File: src/rtl/tif_pkg.sv
`default_nettype none

package tif_pkg;

    // Stream widths
    localparam int unsigned ByteW   = 8;
    localparam int unsigned InDataW = 16;   // in_byte, link_up, zero fill
    localparam int unsigned OutDataW = 8;   // out_byte

    // Telnet command bytes
    localparam logic [ByteW-1:0] B_IAC  = 8'hFF;
    localparam logic [ByteW-1:0] B_WILL = 8'hFB;
    localparam logic [ByteW-1:0] B_WONT = 8'hFC;
    localparam logic [ByteW-1:0] B_DO   = 8'hFD;
    localparam logic [ByteW-1:0] B_DONT = 8'hFE;
    localparam logic [ByteW-1:0] B_SB   = 8'hFA;
    localparam logic [ByteW-1:0] B_SE   = 8'hF0;

    // Destination flag on the result stream
    localparam logic DEST_TERM = 1'b0;
    localparam logic DEST_NET  = 1'b1;

    // Results held per input byte
    localparam logic [1:0] CNT_NONE  = 2'd0;
    localparam logic [1:0] CNT_DATA  = 2'd1;
    localparam logic [1:0] CNT_REPLY = 2'd3;

endpackage

`default_nettype wire

File: src/rtl/telnet_iac_filter_unit.sv
`default_nettype none

// Channel  | Direction | Signals                                 | Payload
// ---------+-----------+-----------------------------------------+-----------------------------
// s (in)   | slave     | i_s_tvalid o_s_tready i_s_tdata         | in_byte, link_up
// m (out)  | master    | o_m_tvalid i_m_tready o_m_tdata/tuser/  | out_byte, out_dest, out_last
//          |           | tlast                                   |
//
// One byte is taken every cycle while the result register is free or is
// handing over its final result in that cycle. A data byte gives one result
// the cycle after its transfer; a refusal with link_up set gives three
// results; the burst register holds off the input until the last leaves.
// Reset (i_rst_n low, synchronous) returns the negotiation state to normal
// and empties the burst register. A stalled result holds all output fields.

module telnet_iac_filter_unit (
    input  wire logic                          i_clk,
    input  wire logic                          i_rst_n,
    // slave side
    input  wire logic                          i_s_tvalid,
    output logic                               o_s_tready,
    input  wire logic [tif_pkg::InDataW-1:0]   i_s_tdata,   // [7:0] in_byte, [8] link_up
    // master side
    output logic                               o_m_tvalid,
    input  wire logic                          i_m_tready,
    output logic [tif_pkg::OutDataW-1:0]       o_m_tdata,   // [7:0] out_byte
    output logic                               o_m_tuser,   // [0] out_dest
    output logic                               o_m_tlast    // out_last
);

    typedef enum logic [2:0] {
        ST_NORMAL,
        ST_IAC,
        ST_WILL,
        ST_WONT,
        ST_DO,
        ST_DONT,
        ST_SUB,
        ST_SUBIAC
    } t_state;

    t_state r_state, n_state;

    // burst register: up to three results, shifted out from r_b0
    logic [1:0]                 r_cnt,  n_cnt;
    logic                       r_dest, n_dest;
    logic [tif_pkg::ByteW-1:0]  r_b0, r_b1, r_b2;
    logic [tif_pkg::ByteW-1:0]  n_b0, n_b1, n_b2;

    logic                       in_xfer;
    logic                       out_xfer;
    logic [tif_pkg::ByteW-1:0]  in_byte;
    logic                       link_up;

    assign in_byte = i_s_tdata[tif_pkg::ByteW-1:0];
    assign link_up = i_s_tdata[tif_pkg::ByteW];

    // free now, or the last pending result leaves this cycle
    assign o_s_tready = (r_cnt == tif_pkg::CNT_NONE) ||
                        ((r_cnt == tif_pkg::CNT_DATA) && i_m_tready);
    assign in_xfer    = i_s_tvalid && o_s_tready;

    assign o_m_tvalid = (r_cnt != tif_pkg::CNT_NONE);
    assign o_m_tdata  = r_b0;
    assign o_m_tuser  = r_dest;
    assign o_m_tlast  = (r_cnt == tif_pkg::CNT_DATA);
    assign out_xfer   = o_m_tvalid && i_m_tready;

    // negotiation step and burst load
    always_comb begin
        n_state = r_state;
        n_cnt   = r_cnt;
        n_dest  = r_dest;
        n_b0    = r_b0;
        n_b1    = r_b1;
        n_b2    = r_b2;

        // drain one result
        if (out_xfer) begin
            n_cnt = r_cnt - 2'd1;
            n_b0  = r_b1;
            n_b1  = r_b2;
        end

        if (in_xfer) begin
            n_cnt = tif_pkg::CNT_NONE;
            unique case (r_state)
                ST_NORMAL: begin
                    if (in_byte == tif_pkg::B_IAC) begin
                        n_state = ST_IAC;
                    end else begin
                        n_cnt  = tif_pkg::CNT_DATA;
                        n_dest = tif_pkg::DEST_TERM;
                        n_b0   = in_byte;
                    end
                end
                ST_IAC: begin
                    n_state = ST_NORMAL;
                    case (in_byte)
                        tif_pkg::B_IAC: begin
                            n_cnt  = tif_pkg::CNT_DATA;
                            n_dest = tif_pkg::DEST_TERM;
                            n_b0   = tif_pkg::B_IAC;
                        end
                        tif_pkg::B_WILL: n_state = ST_WILL;
                        tif_pkg::B_WONT: n_state = ST_WONT;
                        tif_pkg::B_DO:   n_state = ST_DO;
                        tif_pkg::B_DONT: n_state = ST_DONT;
                        tif_pkg::B_SB:   n_state = ST_SUB;
                        default:         n_state = ST_NORMAL;
                    endcase
                end
                ST_WILL, ST_DO: begin
                    // refuse the option toward the network
                    if (link_up) begin
                        n_cnt  = tif_pkg::CNT_REPLY;
                        n_dest = tif_pkg::DEST_NET;
                        n_b0   = tif_pkg::B_IAC;
                        n_b1   = (r_state == ST_WILL) ? tif_pkg::B_DONT : tif_pkg::B_WONT;
                        n_b2   = in_byte;
                    end
                    n_state = ST_NORMAL;
                end
                ST_WONT, ST_DONT: begin
                    n_state = ST_NORMAL;
                end
                ST_SUB: begin
                    if (in_byte == tif_pkg::B_IAC) begin
                        n_state = ST_SUBIAC;
                    end
                end
                ST_SUBIAC: begin
                    // escaped IAC keeps the escape state
                    if (in_byte == tif_pkg::B_SE) begin
                        n_state = ST_NORMAL;
                    end else if (in_byte != tif_pkg::B_IAC) begin
                        n_state = ST_SUB;
                    end
                end
                default: n_state = ST_NORMAL;
            endcase
        end
    end

    // state and result registers
    always_ff @(posedge i_clk) begin
        if (!i_rst_n) begin
            r_state <= ST_NORMAL;
            r_cnt   <= tif_pkg::CNT_NONE;
        end else begin
            r_state <= n_state;
            r_cnt   <= n_cnt;
        end
        r_dest <= n_dest;
        r_b0   <= n_b0;
        r_b1   <= n_b1;
        r_b2   <= n_b2;
    end

endmodule

`default_nettype wire

File: config.mk
export PLATFORM = sky130hd
export DESIGN_NAME = telnet_iac_filter_unit
export DESIGN_NICKNAME = d
export VERILOG_FILES = /design/src/rtl/tif_pkg.sv /design/src/rtl/telnet_iac_filter_unit.sv
export SDC_FILE = /design/constraint.sdc
export NUM_CORES = 1
export LEC_CHECK = 0
export ABC_CLOCK_PERIOD_IN_PS = 1700
export BUFFER_PORTS_ARGS = -buffer_cell sky130_fd_sc_hd__buf_2
export CORE_MARGIN = 2
export CORE_UTILIZATION = 48
export CTS_CLUSTER_SIZE = 28
export DETAILED_ROUTE_END_ITERATION = 8
export PLACE_DENSITY = 0.85
export SYNTH_ARGS = -nofsm -noshare
export SYNTH_HDL_FRONTEND = slang
export SYNTH_SLANG_ARGS = --single-unit
File: constraint.sdc
create_clock -name i_clk -period 1.7 [get_ports i_clk]
set_input_delay 0.34 -clock i_clk [delete_from_list [all_inputs] [get_ports i_clk]]
set_output_delay 0.34 -clock i_clk [all_outputs]
set_load 0.005 [all_outputs]
Yosys cells after proc, flatten, opt, wreduce, memory -nomap -nowiden

Cells that the tools add are included.

Bits in latches: 0
Memory bits (writable): 0
Flip-flop bits (word level): 30
Memories kept: 0
Bits in read-only memories: 0
Input bits: 20

Shift-type cells: 0
Mux-type cells: 27
Div/mod/pow operators: 0
$lt $le $gt $ge: 0
Equal/unequal tests: 22
Bitwise operators: 0
Add/sub/neg operators: 1
Multiply operators: 0
Reduce and logical (&&, ||, !) cells: 14

Operators by type and width:

| kind                                                | count |
|---|---|
| two-way mux 8 bit                                   | 9 |
| equality test 8 bit, second input constant          | 7 |
| case mux 3 bit (5 select lines)                     | 2 |
| case mux 8 bit (3 select lines)                     | 1 |
| equality test 3 bit, second input constant          | 4 |
| two-way mux 3 bit                                   | 4 |
| inequality test 2 bit, second input constant        | 5 |
| two-way mux 2 bit                                   | 4 |
| inequality test 8 bit, second input constant        | 1 |
| equality test 3 x 2 -> 1 bit, second input constant | 2 |
| case mux 2 bit (3 select lines)                     | 1 |
| two-way mux 1 bit                                   | 5 |
| AND reduction 5 bit                                 | 1 |
| AND reduction 4 bit                                 | 1 |
| nonzero test 2 bit                                  | 2 |
| OR reduction 4 bit                                  | 1 |
| equality test 3 x 1 -> 1 bit, second input constant | 1 |
| logical AND 1 bit                                   | 3 |
| zero test 3 bit                                     | 1 |
| inequality test 3 bit, second input constant        | 1 |
| case mux 1 bit (3 select lines)                     | 1 |
| AND reduction 3 bit                                 | 1 |
| nonzero test 3 bit                                  | 1 |
| equality test 2 x 1 -> 1 bit, second input constant | 1 |
| other kinds (4)                                     | 4 |

Depth between registers and ports, before layout

Gate-level depths: netlist (run 1).

Word-level depth: 6
Gate-level depth with buffers: 8
Depth with buffers taken out: 7

Worst setup path before layout (run 1)

OpenSTA, ideal clock, no wires.

Path type: reg2reg
Start: register r_cnt[0]
End: register r_cnt[1]
Arrival time: 1.623 ns
Data required time: 1.578 ns
Setup slack: -0.044 ns
Cell stages (with the launch flop): 9
Clock period less this slack: 1.744 ns
Cell sequence: dfxtp_1 inv_1 ha_1 a21o_1 and2_1 buf_2 nand2_4 inv_2 o311a_1

Longest elaborated chain between the ends: 5
Elaborated cells between the ends (all ways): 11

Ends and longest elaborated chain:

| element                                                 | line                          | RTL |
|---|---|---|
| start: declaration                                      | telnet_iac_filter_unit.sv:45  | `logic [1:0] r_cnt, n_cnt;` |
| start signal: assignment                                | telnet_iac_filter_unit.sv:149 | `r_cnt <= tif_pkg::CNT_NONE;` |
| start signal: assignment                                | telnet_iac_filter_unit.sv:152 | `r_cnt <= n_cnt;` |
| equality test 2 x 1 -> 1 bit                            | telnet_iac_filter_unit.sv:60  | `((r_cnt == tif_pkg::CNT_DATA) && i_m_tready);` |
| logical AND 1 bit                                       | telnet_iac_filter_unit.sv:60  |  |
| logical OR 1 bit *                                      | telnet_iac_filter_unit.sv:59  | `assign o_s_tready = (r_cnt == tif_pkg::CNT_NONE) \|\|` |
| via o_s_tready                                          | telnet_iac_filter_unit.sv:21  | `output logic o_s_tready,` |
| logical AND 1 bit *                                     | telnet_iac_filter_unit.sv:61  | `assign in_xfer = i_s_tvalid && o_s_tready;` |
| two-way mux 2 bit or nonzero test 2 bit (tied branches) | --                            |  |

Mark *: on every way through the listed nets, which the timed path passes. The rest lies on a longest branch. The select of a mux whose other input is x is not followed.
A chain may end at the register's enable or synchronous reset.

Worst setup path in the final report (run 1)

Start: register r_cnt[1]
End: register r_cnt[1]

Longest elaborated chain between the ends: 5
Elaborated cells between the ends (all ways): 11

Ends and longest elaborated chain:

| element |
|---|
| parallel branches: the longest is 5 deep, another holds subtractor 2 x 1 -> 2 bit |

Several ways; the timed one is not identified. The select of a mux whose other input is x is not followed.

==> flow_metrics.tcl, run 1 <==
set metrics [dict create \
    detail_route.vias_per_cell 5.83 \
    synth_nets 177 \
    grt_max_degree 18 \
    worstSetupStartpointType "flip-flop" \
    netlist-cell-type-count 44 \
    start_util 0.497 \
    outcome "complete, no violations" \
    maxCapViolCount 0 \
    multiInputGateArea_um2 726 \
    finalSetupViolCount 0 \
    critPathArrivalTime_ns 1.85 \
    first_iter_violations 72 \
    diodes 0 \
    syn2layout_area_growth_pct 22.0 \
    maxSlewHeadroom 0.646 \
    io_buffers 24 \
    leakage_nw 0.789 \
    yosysWarnings 0 \
    skew_ns 0.0108 \
    cts_buffer_depth 2 \
    period_share 0.949 \
    num_vias 1318 \
    synth_seq_area_share 0.463 \
    synthArstFlopShare 0 \
    max_stage_delay_ns 0.34 \
    dp_slack_ns -0.00182 \
    first_global_vias 1201 \
    dieArea_um2 3570 \
    slew_violations 0 \
    die_width_um 59.8 \
    hold_viol_final 0 \
    seq_area_um2 692 \
    required_ns 1.93 \
    die_h_um 59.8 \
    core_um2 3000 \
    fin_crit_ns 1.61 \
    overflow 0 \
    pwr_density_cell_nw_per_um2 1580 \
    grt_pass1_wl_um 5710 \
    drt-wirelength-per-cell_um 15.8 \
    row_count 20 \
    nets 214 \
    avgSynthCellArea_um2 9.63 \
    crit_chain "inv_1, ha_1, a21o_1, and2_4, nand2_4, inv_4, o311a_1" \
    clock_latency_ns 0.35 \
    hold_class "input pin to flip-flop" \
    numCtsBuffers 5 \
    cpMaxStageDelayCell "o311a_1" \
    cts_root_buf "clkbuf_4" \
    worst_r2r_path_depth 7 \
    cp_max_fo 11 \
    drc_errors 0 \
    synth-main-ff-cell "dfxtp_1" \
    dpl.hpwl_um 2460 \
    layout_setup_ws_ns 0.0859 \
    tightest_slew_ns 0.530 \
    antenna_found_initial 0 \
    fillers 259 \
    synth_area_um2 1490 \
    hold-worst-slack_ns 0.209 \
    grt_setup_unrepaired "false" \
    drt-pass1-iter-count 4 \
    drive_above_1_share 0.316 \
    place_congestion 0.862 \
    synth-edff-count 9 \
    fin_tns_setup_ns 0 \
    synth-seq-cells 30 \
    worstSetupPathType "flip-flop to flip-flop" \
    synth_cells 155 \
    grt_use_total 0.216 \
    end_kind "flip-flop" \
    detail-route-antenna-nets 0 \
    peakVddDrop_mv 0.597 \
    wl_um 3560 \
    cts_sinks 30 \
    cts_tree "built" \
    fmax_mhz 620 \
    cts_hold_buffers 0 \
    hold_depth 1 \
    clkTransAtPathRegs_ns 0.10 \
    cts_max_level 2 \
    io_pins 32 \
]
[cell usage in the layout (no fill, tap or decap), drive strengths merged, types with 2 or more instances in the layout]
cell type	count
inv	12
ha	2
buf	37
nor3	2
and2	2
o21ai	6
nand3b	2
and4	2
mux2i	9
clkbuf	8
dfxtp	21
a31o	2
a22o	2
a31oi	5
o22ai	2
a21oi	4
a32oi	7
nand3	9
nand4	4
nor4	2
edfxtp	9
nand2	22
nor2	6
[cell families after synthesis]
family                   share of synthesized area
XOR/XNOR                                    0.0117
adder cells (fa/ha/maj)                     0.0168
buffers and inverters                       0.0612
AO/OA/AOI/OAI                                0.173
multiplexers                                0.0604
flip-flops                                   0.463
AND/OR/NAND/NOR                              0.215
[worst max-delay path: cells and delay by family, from the launching register on]
kind,cells,cell delay (ns)
and+or+nand+nor,2,0.30
AOI/OAI and AO/OA,2,0.54
adders and majority gates,1,0.20
DFF,1,0.32
buffers and inverters,2,0.15
[cell usage after synthesis, types with 2 or more instances]
master	n	area, um^2
nand4_2	2	25.0
a32oi_1	7	61.3
nor2_1	6	22.5
a31o_1	2	17.5
nor3_1	2	10.0
a21oi_1	4	20.0
dfxtp_1	21	420
a22o_1	2	17.5
o21ai_0	3	15.0
o21ai_1	3	15.0
nand4_1	2	12.5
edfxtp_1	9	270
a31oi_1	5	31.3
inv_1	9	33.8
buf_4	3	22.5
and4_1	2	17.5
nand2_1	21	78.8
nand3b_1	2	15.0
mux2i_1	9	90.1
and2_1	2	12.5
inv_2	3	11.3
ha_1	2	25.0
buf_2	4	20.0
o22ai_1	2	12.5
nand3_1	9	45.0
[state kept, by name, indices dropped and copies added, names as in the netlist]
signal and cells:
r_state 3, r_b2 8, r_cnt 2, o_m_tdata 8, r_b1 8, o_m_tuser 1
[worst paths after layout]
kind	startpoint	slack, ns	endpoint
setup / recovery	r_cnt[1]	0.09	r_cnt[1]
hold / removal	i_s_tdata[4]	0.21	r_b2[4]
setup reg to reg	r_cnt[1]	0.09	r_cnt[1]
hold reg to reg	r_b2[5]	0.46	r_b1[5]
[metal layers]
metal / wire length, um / track usage / vias to the layer above
met5: 0 / 0 / -
met4: 72 / 0.0984 / 0
met3: 206 / 0.0519 / 11
met2: 1740 / 0.345 / 50
met1: 1540 / 0.275 / 609
li1: - / - / 648
[repair_timing]
item	in CTS	in global routing
endpoints found under the setup margin	1	12
gates resized for setup	2	6
setup buffers	0	3
pin swaps	0	1
cloned	0	1
[power by group]
part | switching [mW] | total (mW) | internal, mW
clock | 0.253 | 0.604 | 0.351
combinational | 0.607 | 1.19 | 0.584
sequential | 0.105 | 1.08 | 0.971
[through the flow]
step           utilization  cells  total power [mW]  cell area, um^2
6_report             0.606    226              2.87             1820
5_1_grt              0.606    226              3.08             1820
4_1_cts              0.591    222              2.77             1780
3_5_place_dp         0.562    214              2.16             1690
3_3_place_gp         0.562    214              2.09             1690
2_1_floorplan            -    155              1.77             1500
[final cells by class]
cell class,instances,share of cell area
flip-flops and latches,30,0.380
inverters,12,0.0261
multi-input cells,105,0.399
well taps,33,0.0227
clock inverters,1,0.0165
repair buffers,38,0.126
clock buffers,7,0.0302
Power figures use the tool's default switching activity.
==> run 2, diff against run 1 <==
Settings changed: ABC_CLOCK_PERIOD_IN_PS 1700 to 1650, CORE_UTILIZATION 48 to 53, CTS_CLUSTER_DIAMETER from default to 150, PLACE_DENSITY 0.85 to 0.89.
Clock period 1.7 ns to 1.65 ns, I/O delays scaled along.
==> run 2 against run 1 <==
  * Clock skew fell by 0.0028 ns
  * Sequential power rose by 4%
  * Cell count fell by 0.44%
  * First-iteration DRC count rose by 17%
  * Critical path type unchanged
  * Clock power fell by 5.5%
  * Register-to-register slack got worse by 0.04 ns
  * Worst setup slack got worse by 0.035 ns
==> flow_metrics.tcl, run 2 (synthesized netlist as in run 1, its figures left out) <==
set metrics [dict create \
    peakVddDrop_mv 1.70 \
    cts_max_level 2 \
    cts_buffer_depth 2 \
    cp_max_fo 17 \
    first_iter_violations 84 \
    io_pins 32 \
    fillers 223 \
    cts_tree "built" \
    cts_hold_buffers 0 \
    slew_violations 0 \
    period_share 0.969 \
    max_stage_delay_ns 0.35 \
    detail_route.vias_per_cell 5.80 \
    leakage_nw 0.795 \
    fin_crit_ns 1.60 \
    finalSetupViolCount 0 \
    multiInputGateArea_um2 747 \
    dieArea_um2 3260 \
    hold_class "input pin to flip-flop" \
    maxSlewHeadroom 0.759 \
    die_width_um 57.1 \
    clkTransAtPathRegs_ns 0.10 \
    layout_common_cells "24 x buf_2, 20 x nand2_1, 16 x dfxtp_1" \
    grt_pass1_wl_um 5420 \
    overflow 0 \
    nets 215 \
    outcome "complete, no violations" \
    final_design_area_no_fill_um2 1850 \
    layout_commonest_cell "buf_2" \
    final_util 0.684 \
    p_sw_frac 0.341 \
    end_kind "flip-flop" \
    detail-route-antenna-nets 0 \
    combPwrFrac 0.433 \
    core_um2 2710 \
    antenna_found_initial 0 \
    drc_errors 0 \
    clkPwrFrac 0.191 \
    place_area_um2 1740 \
    pwr_density_cell_nw_per_um2 1610 \
    drive_above_1_share 0.361 \
    num_vias 1306 \
    place_congestion 0.929 \
    wl_um 3480 \
    row_count 19 \
    fmax_mhz 625 \
    syn2layout_area_growth_pct 24.1 \
    cpMaxStageDelayCell "dfxtp_2" \
    maxCapViolCount 0 \
    tightest_slew_ns 0.358 \
    numCtsBuffers 5 \
    crit_chain "inv_2, ha_4, buf_4, nor2b_1, buf_4, buf_12, o2111ai_1, a21oi_1, o21ai_1" \
    clock_latency_ns 0.33 \
    cp_common_cell "buf_4" \
    grt_use_total 0.220 \
    drt-wirelength-per-cell_um 15.5 \
    die_h_um 57.1 \
    worstSetupPathType "flip-flop to flip-flop" \
    cts_root_buf "clkbuf_4" \
    hold_viol_final 0 \
    worstSetupStartpointType "flip-flop" \
    required_ns 1.86 \
    dpl.hpwl_um 2580 \
    skew_ns 0.00796 \
    cts_sinks 30 \
    seq_area_um2 697 \
    diodes 0 \
    power_switching_mw 1.02 \
    p_int_mw 1.97 \
    first_global_vias 1173 \
    grt_max_degree 18 \
    power.share.sequential 0.376 \
    start_util 0.551 \
    io_buffers 24 \
    drt-pass1-iter-count 5 \
    hold-worst-slack_ns 0.221 \
    critPathArrivalTime_ns 1.81 \
]
==> run 2: cell count changes in the layout (fill, tap and decap cells not counted), sizes merged <==
cell,before,now
clkbuf,8,5
buf,37,39
clkinv,0,2
==> run 2: cell type report <==
type                    count  area share
inverters                  12      0.0257
multi-input cells         105       0.403
clock inverters             3      0.0216
well taps                  31      0.0209
flip-flops and latches     30       0.376
clock buffers               5      0.0203
repair buffers             39       0.132
==> run 2: worst max-delay path: cells and delay by family (launching register included) <==
family	cells	cell delay (ns)
flops	1	0.35
buf+inv	4	0.49
fa+ha+maj	1	0.15
compound gates	3	0.39
simple gates	1	0.10
==> run 2: per-layer routing <==
| layer | wire [um] | track usage | up-vias |
|---|---|---|---|
| li1 | - | - | 648 |
| met1 | 1460 | 0.278 | 596 |
| met2 | 1720 | 0.366 | 54 |
| met3 | 226 | 0.0612 | 8 |
| met4 | 74 | 0.0698 | 0 |
| met5 | 0 | 0 | - |
==> run 2: final timing paths <==
| check | from | end | slack [ns] | cells past startpoint |
|---|---|---|---|---|
| worst max-delay path | r_cnt[0] | o_m_tdata[6] | 0.05 | 9 |
| worst min-delay path | i_s_tdata[7] | r_b2[7] | 0.22 | 1 |
| worst max register to register | r_cnt[0] | o_m_tdata[6] | 0.05 | 9 |
| worst min register to register | r_b2[5] | r_b1[5] | 0.47 | 2 |
==> run 2: what timing repair did <==
action	CTS	global route
endpoints found under the setup margin	8	12
buffers inserted	0	1
hold endpoints to repair	0	0
pin swaps	0	2
resized for setup	3	8
==> run 2: per-stage QoR <==
stage               cells  power [mW]  worst slack (ns)  setup TNS, ns
finish                225        2.99            0.0508              0
global route          225        3.19           -0.0378        -0.0774
CTS                   224        2.93           0.00137              0
detailed placement    216        2.34           -0.0363        -0.0871
global placement      216        2.25            0.0368              0
floorplan             155        1.86           0.00525              0
==> run 2: power groups by stage <==
stage          sequential (mW)  clock [mW]  combinational, mW
2_1_floorplan             1.12           0              0.738
3_3_place_gp              1.11           0               1.14
3_5_place_dp              1.13           0               1.21
4_1_cts                   1.12       0.587               1.23
5_1_grt                   1.16       0.614               1.41
6_report                  1.12       0.571               1.29
==> run 3, diff against run 2 <==
Settings changed: ABC_AREA from default to 1, CORE_UTILIZATION 53 to 54, PLACE_DENSITY 0.89 to 0.9.
==> run 3 against run 2 <==
  * Via count rose by 7.7%
  * Die area rose by 4.4%
  * Worst hold slack got worse by 0.012 ns
  * Sequential cell count did not move
  * Design area unchanged
  * Critical path depth down 4
  * Clock power is 18% lower
  * Critical endpoint is now o_m_tvalid
  * Largest power group unchanged
==> flow_metrics.tcl, run 3 <==
set metrics [dict create \
    io_buffers 24 \
    grt.busiest_layer "met2" \
    place_congestion 0.833 \
    netlist-cell-type-count 27 \
    fillers 245 \
    clock_latency_ns 0.33 \
    antenna_found_initial 0 \
    cts_root_buf "clkbuf_4" \
    yosysWarnings 0 \
    required_ns 1.32 \
    dp_slack_ns 0.155 \
    start_util 0.573 \
    p_sw_frac 0.354 \
    overflow 0 \
    wl_um 3170 \
    power_switching_mw 0.952 \
    yosys.area_share.xor_xnor 0 \
    endpoint "o_m_tvalid" \
    cpMaxStageDelayCell "dfxtp_2" \
    max_stage_delay_ns 0.33 \
    die_width_um 58.3 \
    drt-pass1-iter-count 4 \
    grt_pass1_wl_um 5410 \
    multiInputGateArea_um2 787 \
    detail-route-antenna-nets 0 \
    stdcell_count 271 \
    worstSetupPathType "flip-flop to output port" \
    fmax_mhz 646 \
    drt-wirelength-per-cell_um 11.7 \
    place_area_um2 1770 \
    synthArstFlopShare 0 \
    synth_compound_gate_area_share 0.0903 \
    dpl.hpwl_um 2340 \
    r2r_slack_ns 0.15 \
    grtUsageMet1 0.262 \
    yosys.area.top_type "dfxtp_1" \
    peakVddDrop_mv 1.16 \
    layout_commonest_cell "nand2_1" \
    detail_route.vias_per_cell 5.19 \
    hold_class "input pin to flip-flop" \
    synth-adder-area-share 0.0157 \
    synth_nets 226 \
    cts_tree "built" \
    yosysTopAreaCellShare 0.264 \
    clkTransAtPathRegs_ns 0.10 \
    cp_max_fo 7 \
    crit_start "r_cnt[1]" \
    pwr_density_cell_nw_per_um2 1450 \
    fin_crit_ns 1.55 \
    grt_setup_unrepaired "false" \
    hold_viol_final 0 \
    synth_simple_gate_area_frac 0.344 \
    cts_buffer_depth 2 \
    dp_cells 261 \
    drive_above_1_share 0.300 \
    end_kind "output port" \
    hp-start "i_s_tdata[7]" \
    worstSetupStartpointType "flip-flop" \
    worst_r2r_path_depth 8 \
    cts_sinks 30 \
    num_vias 1407 \
    slew_violations 0 \
    grt_max_degree 18 \
    synth-main-ff-cell "dfxtp_1" \
    reg2reg_to "r_b2[0]" \
    cts_hold_buffers 0 \
    dieArea_um2 3400 \
    r2r_start "r_cnt[1]" \
    nets 261 \
    synthTopCellsByArea "dfxtp_1 26%, edfxtp_1 17%, nand2_1 13%, nand3_1 6.0%, nor2_1 5.2%" \
    diodes 0 \
    core_um2 2780 \
    synth_cells 204 \
    period_share 0.938 \
    maxCapViolCount 0 \
    fin_tns_setup_ns 0 \
    synth-edff-count 9 \
    seq_area_um2 693 \
    skew_ns 0.00471 \
    first_global_vias 1291 \
    p_int_mw 1.73 \
    tightest_slew_ns 0.373 \
    synth_area_um2 1590 \
    clkPwrFrac 0.174 \
    use_met3 0.0659 \
    combPwrFrac 0.419 \
    muxShareOfSynthArea 0.0424 \
    gr-usage-met2 0.347 \
    total_power_mw 2.69 \
    layout_common_cells "54 x nand2_1, 24 x buf_2, 22 x nor2_1" \
    synth_top_family_by_area "simple AND/OR/NAND/NOR gates" \
    synth_seq_area_share 0.434 \
    drc_errors 0 \
    die_h_um 58.3 \
    crit_chain "inv_2, ha_2, inv_2, buf_4, buf_2" \
    io_pins 32 \
    final_design_area_no_fill_um2 1850 \
    syn2layout_area_growth_pct 16.3 \
    layout_setup_ws_ns 0.103 \
    leakage_nw 0.957 \
    synth-seq-cells 30 \
    cp_common_cell "inv_2" \
    maxSlewHeadroom 0.749 \
    critPathArrivalTime_ns 1.22 \
    first_iter_violations 43 \
    row_count 19 \
    power.share.sequential 0.406 \
    synth.most_common_cell "nand2_1" \
    outcome "complete, no violations" \
    finalSetupViolCount 0 \
    grt_use_total 0.214 \
    numCtsBuffers 5 \
    cts_max_level 2 \
    ys_top_cells_by_count "54 x nand2_1, 22 x nor2_1, 21 x dfxtp_1, 20 x inv_1, 19 x nand3_1" \
    avgSynthCellArea_um2 7.81 \
]
-- run 3: changes by cell type after synthesis, sizes merged, moves of 4 or more --
cell,delta
a31oi,-5
buf,-4
o21ai,+12
inv,+14
a32oi,-7
nand3,+12
mux2,+6
mux2i,-9
nor2,+21
nand2,+39
-- run 3: worst min-delay path by stage --
stage          endpoint  slack [ns]  cells past startpoint
5_1_grt         r_b2[5]        0.19                      1
6_report        r_b2[7]        0.21                      1
3_3_place_gp    r_b1[0]        0.45                      2
4_1_cts         r_b2[7]        0.19                      1
3_5_place_dp    r_b1[3]        0.46                      2
2_1_floorplan   r_b2[0]        0.43                      0
-- run 3: stage by stage --
step	util	hold WS, ns
2_1_floorplan	-	0.429
3_3_place_gp	0.636	0.446
3_5_place_dp	0.636	0.459
4_1_cts	0.659	0.191
5_1_grt	0.666	0.189
6_report	0.666	0.209
-- run 3: layout make-up --
cell class                 instances  area share
inverter                          26      0.0527
tap                               31      0.0209
sequential                        30       0.374
multi-input combinational        145       0.425
timing repair buffer              31      0.0932
clock buffer                       6      0.0277
clock inverter                     2     0.00675
-- run 3: timing repair --
item | in CTS | in global routing
gates resized for setup | 1 | 3
pin swaps | 0 | 1
setup buffers | 0 | 2
endpoints found under the setup margin | 1 | 2
-- run 3: kinds of logic after synthesis --
group                      Yosys count
AOI/OAI and AO/OA                   25
adders and majority gates            2
buffers and inverters               29
DFF                                 30
muxes                                6
and+or+nand+nor                    112
-- run 3: power by group through the flow --
stage          combinational (mW)  clock [mW]  sequential [mW]
3_3_place_gp                 1.03           0             1.09
5_1_grt                      1.28       0.504             1.12
2_1_floorplan               0.703           0             1.10
3_5_place_dp                 1.08           0             1.10
4_1_cts                      1.08       0.476             1.09
6_report                     1.13       0.468             1.09
-- run 3: layer usage --
layer | share of wire | vias up
met5 | 0 | -
met2 | 0.46 | 38
met1 | 0.47 | 635
met3 | 0.054 | 6
li1 | - | 728
met4 | 0.017 | 0
-- run 3: worst max-delay path, delay by kind of cell, from the launching register on --
kind | cells | cell delay (ns)
buffers and inverters | 4 | 0.36
adders and majority gates | 1 | 0.18
DFF | 1 | 0.33
